**src/fac_pkg.sv**
```systemverilog
// ----------------------------------------------------------------------------
// fac_pkg
// Shared constants and types for the frustum box culling block.
// ----------------------------------------------------------------------------
package fac_pkg;

  // default field widths
  localparam int COORD_WIDTH_DEF  = 16;
  localparam int MATRIX_WIDTH_DEF = 16;

  // configuration port
  localparam int CFG_INDEX_WIDTH = 8;
  localparam int CFG_DATA_WIDTH  = 64;

  // register indexes
  localparam logic [CFG_INDEX_WIDTH-1:0] REG_MATRIX_ROW0 = 8'd0;
  localparam logic [CFG_INDEX_WIDTH-1:0] REG_MATRIX_ROW1 = 8'd1;
  localparam logic [CFG_INDEX_WIDTH-1:0] REG_MATRIX_ROW2 = 8'd2;
  localparam logic [CFG_INDEX_WIDTH-1:0] REG_MATRIX_ROW3 = 8'd3;

  // plane slots and plane coefficient columns
  localparam int NUM_PLANES   = 6;
  localparam int NUM_COLS     = 4;
  localparam int NUM_AXES     = 3;
  localparam int PLANE_LEFT   = 0;
  localparam int PLANE_RIGHT  = 1;
  localparam int PLANE_BOTTOM = 2;
  localparam int PLANE_TOP    = 3;
  localparam int PLANE_NEAR   = 4;
  localparam int PLANE_FAR    = 5;
  localparam int COL_D        = 3;

  // stage advance strobes from the pipeline control to the plane units
  typedef struct packed {
    logic adv_prod;
    logic adv_sum;
  } fac_stage_ctl_t;

endpackage

```
**src/fac_planes.sv**
```systemverilog
// ----------------------------------------------------------------------------
// fac_planes
// Matrix row registers and registered derivation of the six frustum planes.
// ----------------------------------------------------------------------------
module fac_planes #(
  parameter int MATRIX_WIDTH = fac_pkg::MATRIX_WIDTH_DEF
) (
  input  logic                                clk,
  input  logic                                rst_n,
  input  logic                                wr_en_i,
  input  logic [fac_pkg::CFG_INDEX_WIDTH-1:0] wr_index_i,
  input  logic [fac_pkg::CFG_DATA_WIDTH-1:0]  wr_data_i,
  output logic [fac_pkg::NUM_PLANES-1:0][fac_pkg::NUM_COLS-1:0][MATRIX_WIDTH:0] plane_coef_o
);
  import fac_pkg::*;

  localparam int ROW_WIDTH = NUM_COLS * MATRIX_WIDTH;
  localparam int CW        = MATRIX_WIDTH + 1;

  logic [3:0][ROW_WIDTH-1:0] row_r;
  logic [3:0][ROW_WIDTH-1:0] row_nxt;
  logic [NUM_PLANES-1:0][NUM_COLS-1:0][CW-1:0] plane_r;
  logic [NUM_PLANES-1:0][NUM_COLS-1:0][CW-1:0] plane_nxt;

  // register write decode, unknown indexes are dropped
  always_comb begin
    row_nxt = row_r;
    if (wr_en_i) begin
      case (wr_index_i)
        REG_MATRIX_ROW0: row_nxt[0] = wr_data_i[ROW_WIDTH-1:0];
        REG_MATRIX_ROW1: row_nxt[1] = wr_data_i[ROW_WIDTH-1:0];
        REG_MATRIX_ROW2: row_nxt[2] = wr_data_i[ROW_WIDTH-1:0];
        REG_MATRIX_ROW3: row_nxt[3] = wr_data_i[ROW_WIDTH-1:0];
        default: row_nxt = row_r;
      endcase
    end
  end

  // plane extraction: sums and differences of rows (near plane is row 2 alone), one column at a time
  always_comb begin
    logic signed [CW-1:0] r0, r1, r2, r3;
    for (int k = 0; k < NUM_COLS; k++) begin
      r0 = CW'($signed(row_r[0][k*MATRIX_WIDTH +: MATRIX_WIDTH]));
      r1 = CW'($signed(row_r[1][k*MATRIX_WIDTH +: MATRIX_WIDTH]));
      r2 = CW'($signed(row_r[2][k*MATRIX_WIDTH +: MATRIX_WIDTH]));
      r3 = CW'($signed(row_r[3][k*MATRIX_WIDTH +: MATRIX_WIDTH]));
      plane_nxt[PLANE_LEFT][k]   = r3 + r0;
      plane_nxt[PLANE_RIGHT][k]  = r3 - r0;
      plane_nxt[PLANE_BOTTOM][k] = r3 + r1;
      plane_nxt[PLANE_TOP][k]    = r3 - r1;
      plane_nxt[PLANE_NEAR][k]   = r2;
      plane_nxt[PLANE_FAR][k]    = r3 - r2;
    end
  end

  always_ff @(posedge clk) begin
    if (!rst_n) begin
      row_r   <= '0;
      plane_r <= '0;
    end else begin
      row_r   <= row_nxt;
      plane_r <= plane_nxt;
    end
  end

  assign plane_coef_o = plane_r;

endmodule

```
**config.mk**
```make
export PLATFORM = sky130hd
export DESIGN_NAME = fac_planes
export DESIGN_NICKNAME = d
export VERILOG_FILES = /design/src/fac_pkg.sv /design/src/fac_planes.sv
export SDC_FILE = /design/constraint.sdc
export NUM_CORES = 2
export LEC_CHECK = 0
export BUFFER_PORTS_ARGS = -buffer_cell sky130_fd_sc_hd__buf_2
export CAP_MARGIN = 30
export CORE_ASPECT_RATIO = 0.7
export CORE_MARGIN = 2
export CORE_UTILIZATION = 35
export DETAILED_ROUTE_END_ITERATION = 6
export SETUP_SLACK_MARGIN = 0.05
export SLEW_MARGIN = 0
export SYNTH_ARGS = -nofsm -noshare
export SYNTH_HDL_FRONTEND = slang
export SYNTH_SLANG_ARGS = --single-unit
```
**constraint.sdc**
```tcl
create_clock -name clk -period 3.3 [get_ports clk]
set_clock_uncertainty 0.1 [all_clocks]
set_input_delay 0.165 -clock clk [delete_from_list [all_inputs] [get_ports clk]]
set_output_delay 0.165 -clock clk [all_outputs]
set_load 0.02 [all_outputs]
```
Yosys cells after proc, flatten, opt, wreduce, memory -nomap -nowiden
Index checks and enable logic that the tools add are counted.
- flip-flop bits (word level): 660
- input port bits: 75
- output and inout port bits: 408
- word-level logic and storage cells: 56
- add/subtract/negate cells: 20
- eq/ne operators: 3
- reductions and logical operators: 5
- operator list (kind ; number):
    $sub A16 B16 Y17 ; 12
    $add A16 B16 Y17 ; 8
    $eq A8 B2 Y1 const B ; 2
    $eq A8 B1 Y1 const B ; 1
    $logic_not A8 Y1 ; 1
    $reduce_and A2 Y1 ; 4

Depth between registers and ports, before layout
- word-level depth: 2
- depth in mapped cells: 9

Least setup slack after synthesis
Ideal clock, no wire load.
- path type: register -> register
- start: register row_r[241] in the netlist's numbering
- end: register plane_r (netlist bit plane_coef_o[135])
- arrival time: 2278 ps
- path slack: 804 ps
- stages on the path, launching flop included: 9
- buffers on the path: 0
- cell sequence: dfxtp_1 > inv_1 > fa_1 > nor2b_1 > o31a_1 > or3_1 > a31oi_1 > or4_1 > a32o_1
- word-level cells in the longest chain between the ends: 1
- RTL lines (item ; RTL line ; RTL):
    start, declared ; fac_planes.sv:20 ; logic [3:0][ROW_WIDTH-1:0] row_r;
    start signal, assigned ; fac_planes.sv:61 ; row_r <= row_nxt;
    $sub A16 B16 Y17 ; fac_planes.sv:48 ; plane_nxt[PLANE_RIGHT][k] = r3 - r0;
    end signal, assigned ; fac_planes.sv:62 ; plane_r <= plane_nxt;
    end, declared ; fac_planes.sv:22 ; logic [NUM_PLANES-1:0][NUM_COLS-1:0][CW-1:0] plane_r;
No other way between the ends.
A chain may end at the register's enable or synchronous reset.

Worst setup path in the final report
Ends and elaborated chain as after synthesis.

==> results.py <==
metrics = {
    "hold_path": {
        "hold_path_startpoint": "wr_index_i[0]",
        "hold_class": "primary input to flop",
        "timing.hold.worst_path_depth": 5,
        "hold-path-endpoint": "plane_nxt[323]$_SDFFE_PN0P_",
    },
    "final_layout": {
        "finish.utilization_pct": 42.16,
        "relative_area_change_from_synthesis_to_final_layout_pct": 19.41,
        "drive_above_1_share_pct": 14.75,
        "fin_nets": 5150,
        "nFillCells": 9972,
    },
    "place": {
        "gp_routability_congestion": 0.9514,
        "port_buffers": 482,
        "place.detailed.hpwl_um": 89270,
    },
    "grt": {
        "grt_start_max_net_pins": 80,
        "track_usage_pct": 22.56,
        "initial_antenna_violation_count": 12,
        "grt_first_pass_wirelength_um": 178600,
        "grt.overflow.total": 0,
        "number_of_global_route_vias_before_repair": 29373,
    },
    "worst_setup_path": {
        "worst_ep_arrival_time_ns": 3.38,
        "ff2ff_setup_slack_ns": 0.35,
        "cpPeakStageDelay_ns": 0.58,
        "worstReg2RegEnd": "plane_coef_o[135]$_SDFF_PN0_",
        "crit_path_cell_trace": "inv_1 > fa_1 > nor2b_1 > o31a_1 > or3_1 > a31oi_1 > or4_1 > a32o_1",
        "reg2reg_depth": 8,
        "crit_required_ns": 3.74,
        "startpoint_type": "flop",
        "worst_r2r_start": "row_r[241]$_SDFFE_PN0P_",
        "critical_path.slowest_cell": "sky130_fd_sc_hd__dfxtp_1",
        "crit_type": "flop to flop",
        "crit_start": "row_r[241]$_SDFFE_PN0P_",
        "cp_max_fo": 9,
        "category_of_the_worst_setup_path_capture_point": "flop",
    },
    "synthesis": {
        "synthFlopType": "sky130_fd_sc_hd__dfxtp_1",
        "syn-num-nets": 4689,
        "synthesis.area_um2": 34560,
        "synth.ff_latch_count": 652,
        "synthTopCellsByArea": "sky130_fd_sc_hd__dfxtp_1 (38%), sky130_fd_sc_hd__ha_1 (12%), sky130_fd_sc_hd__nand2_1 (7.3%)",
        "synth_cells": 4274,
        "async_flop_share_pct": 0,
        "yosys.area.top_type_share_pct": 37.76,
        "synth.largest_area_cell": "sky130_fd_sc_hd__dfxtp_1",
        "synth-seq-area-share_pct": 37.76,
        "number_of_synthesized_flops_with_an_enable_pin": 0,
        "postSynthAreaPerCell_um2": 8.087,
        "yosys_warnings": 0,
        "yosysUniqueCellTypes": 86,
    },
    "cts": {
        "cts.path.max_buffers": 3,
        "register_clock_pin_slew_on_the_reported_worst_setup_and_hold_paths_ns": 0.07,
        "root_buffer": "sky130_fd_sc_hd__clkbuf_16",
        "tritoncts": "done",
        "cts.sinks": 652,
        "cts.htree.levels": 3,
        "clkLatencyLatePin_ns": 0.66,
        "numCtsBuffers": 72,
    },
    "timing": {
        "hold_violations": 0,
        "max_slew.worst_pin.slew_ns": 0.9990,
        "min_period_ns": 2.948,
        "final_max_slew_viol_count": 0,
        "report.final.setup_viol": 0,
        "tns_ns": 0,
        "relSlewSlack_pct": 33.40,
        "rsz_0062_raised_after_global_routing": "false",
        "maxClockFrequency_ghz": 0.3392,
        "layout_worst_path_cycle_share_pct": 89.34,
    },
    "floorplan": {
        "fp.dieW_um": 379.6,
        "fp-row-count": 96,
        "die_height_um": 266.9,
        "total_i_o_pin_count": 483,
        "core_box_area_um2": 97890,
        "initial_core_util_pct": 35.31,
        "die_area_um2": 101300,
    },
    "drt": {
        "detail_route.iter0.violations": 2959,
        "dr_total_vias": 31732,
        "viasPerCell": 5.191,
        "detail_route.first_pass.iterations": 6,
        "wl_per_cell_um": 19.45,
        "antenna_violating_nets_post_route": 0,
        "drc": 0,
        "drt_wl_total_um": 118900,
    },
    "power": {
        "leakage_component_of_the_power_uw": 0.01836,
        "vdd_drop_max_uv": 345.5,
        "cellPowerDensity_nw_per_um2": 405.4,
    },
    "flow_run": {
        "maxCapViolations": 0,
    },
    "run_status": {
        "outcome": "finished clean",
    },
}
repair_timing:
action | CTS | global route
hold buffers | 65 | 0
hold endpoints to repair | 273 | 0
gates resized for setup | 0 | 0
setup buffers | 0 | 0
sequential cells by signal, summed over array words and instances (netlist names):
name / flops
plane_nxt: 64
row_r: 192
plane_coef_o: 396
report_power, final:
part | switching (uW) | internal [uW] | total (uW)
registers | 16.3 | 7900 | 7920
clock network | 3540 | 4650 | 8190
logic | 408 | 211 | 619
routing by layer:
| metal | global-route usage [%] | share of wire (%) | vias to the layer above |
|---|---|---|---|
| met4 | 4.706 | 1.6 | 2 |
| met3 | 4.539 | 7.3 | 124 |
| met1 | 34.50 | 51 | 15085 |
| met2 | 32.07 | 41 | 1100 |
| met5 | 0 | 0.011 | - |
| li1 | - | - | 15421 |
cell families after synthesis:
logic type	count (synthesis)	synth area share, %
and+or+nand+nor	1517	19.23
AOI/OAI and AO/OA	1033	18.61
DFF	652	37.76
buffers and inverters	520	6.056
adders and majority gates	340	12.74
xor gates and xnor gates	151	3.826
muxes	61	1.770
cell type report:
type	count	area [um2]	share of cell area [%]
Multi-Input combinational cell	3102	19450	47.12
Timing Repair Buffer	608	3623	8.779
Clock buffer	90	2001	4.847
Antenna cell	3	7.507	0.01819
Sequential cell	652	13050	31.62
Clock inverter	36	355.3	0.8609
Inverter	299	1130	2.737
Tap cell	1323	1655	4.011
critical path: cells and delay by family (launching register included):
family	cells	cell delay [ns]
buffers and inverters	1	0.22
flip-flops	1	0.58
adder cells (fa/ha/maj)	1	0.45
AND/OR/NAND/NOR	3	0.87
AO/OA/AOI/OAI	3	0.62
cell usage in the layout (no fill, tap or decap), types with 13 or more instances in the layout:
| cell type | instances |
|---|---|
| sky130_fd_sc_hd__a211oi_1 | 39 |
| sky130_fd_sc_hd__a21o_1 | 34 |
| sky130_fd_sc_hd__a21oi_1 | 466 |
| sky130_fd_sc_hd__a221oi_1 | 17 |
| sky130_fd_sc_hd__a31oi_1 | 31 |
| sky130_fd_sc_hd__and2_1 | 19 |
| sky130_fd_sc_hd__and3_1 | 13 |
| sky130_fd_sc_hd__buf_2 | 481 |
| sky130_fd_sc_hd__buf_4 | 54 |
| sky130_fd_sc_hd__clkbuf_16 | 73 |
| sky130_fd_sc_hd__dfxtp_1 | 652 |
| sky130_fd_sc_hd__dlygate4sd3_1 | 65 |
| sky130_fd_sc_hd__fa_1 | 20 |
| sky130_fd_sc_hd__ha_1 | 320 |
| sky130_fd_sc_hd__inv_1 | 297 |
| sky130_fd_sc_hd__mux2i_1 | 60 |
| sky130_fd_sc_hd__nand2_1 | 670 |
| sky130_fd_sc_hd__nand2b_1 | 58 |
| sky130_fd_sc_hd__nand3_1 | 42 |
| sky130_fd_sc_hd__nand4_1 | 16 |
| sky130_fd_sc_hd__nor2_1 | 435 |
| sky130_fd_sc_hd__nor2b_1 | 76 |
| sky130_fd_sc_hd__nor3_1 | 87 |
| sky130_fd_sc_hd__nor3b_1 | 14 |
| sky130_fd_sc_hd__nor4_1 | 22 |
| sky130_fd_sc_hd__o211ai_1 | 27 |
| sky130_fd_sc_hd__o21a_1 | 44 |
| sky130_fd_sc_hd__o21ai_0 | 156 |
| sky130_fd_sc_hd__o21bai_1 | 31 |
| sky130_fd_sc_hd__o31a_1 | 24 |
| sky130_fd_sc_hd__o31ai_1 | 43 |
| sky130_fd_sc_hd__or2_2 | 15 |
| sky130_fd_sc_hd__or3_1 | 21 |
| sky130_fd_sc_hd__xnor2_1 | 121 |
| sky130_fd_sc_hd__xor2_1 | 30 |
synth_stat cells, drive strengths merged, types with 16 or more instances:
master	instances
nand2	670
dfxtp	652
a21oi	466
nor2	437
ha	320
inv	299
o21ai	156
clkbuf	149
xnor2	121
nor3	87
nor2b	76
buf	72
mux2i	60
nand2b	58
o21a	44
nand3	43
o31ai	43
a211oi	40
a21o	34
a31oi	31
o21bai	31
xor2	30
o211ai	27
o31a	24
nor4	23
or3	21
fa	20
and2	19
a221oi	18
nand4	16
how the worst max path moves through the flow:
stage                              endpoint
2_1_floorplan  plane_coef_o[135]$_SDFF_PN0_
3_3_place_gp   plane_coef_o[390]$_SDFF_PN0_
3_5_place_dp   plane_coef_o[135]$_SDFF_PN0_
4_1_cts        plane_coef_o[135]$_SDFF_PN0_
5_1_grt        plane_coef_o[390]$_SDFF_PN0_
6_report       plane_coef_o[135]$_SDFF_PN0_
metrics by stage:
step                instance area [um2]  setup slack [ns]  power (uW)  std cells  hold slack (ns)
floorplan                         34560            0.8041        8383       4274           0.2010
detailed placement                38260            0.3868        8648       5919           0.3468
CTS                               41270            0.3663       16910       6110          0.05544
global route                      41270           0.09935       17240       6110           0.1173
global placement                  38260            0.4770        8649       5919           0.3418
finish                            41270            0.3517       16730       6113           0.1079
Power figures use the tool's default switching activity.
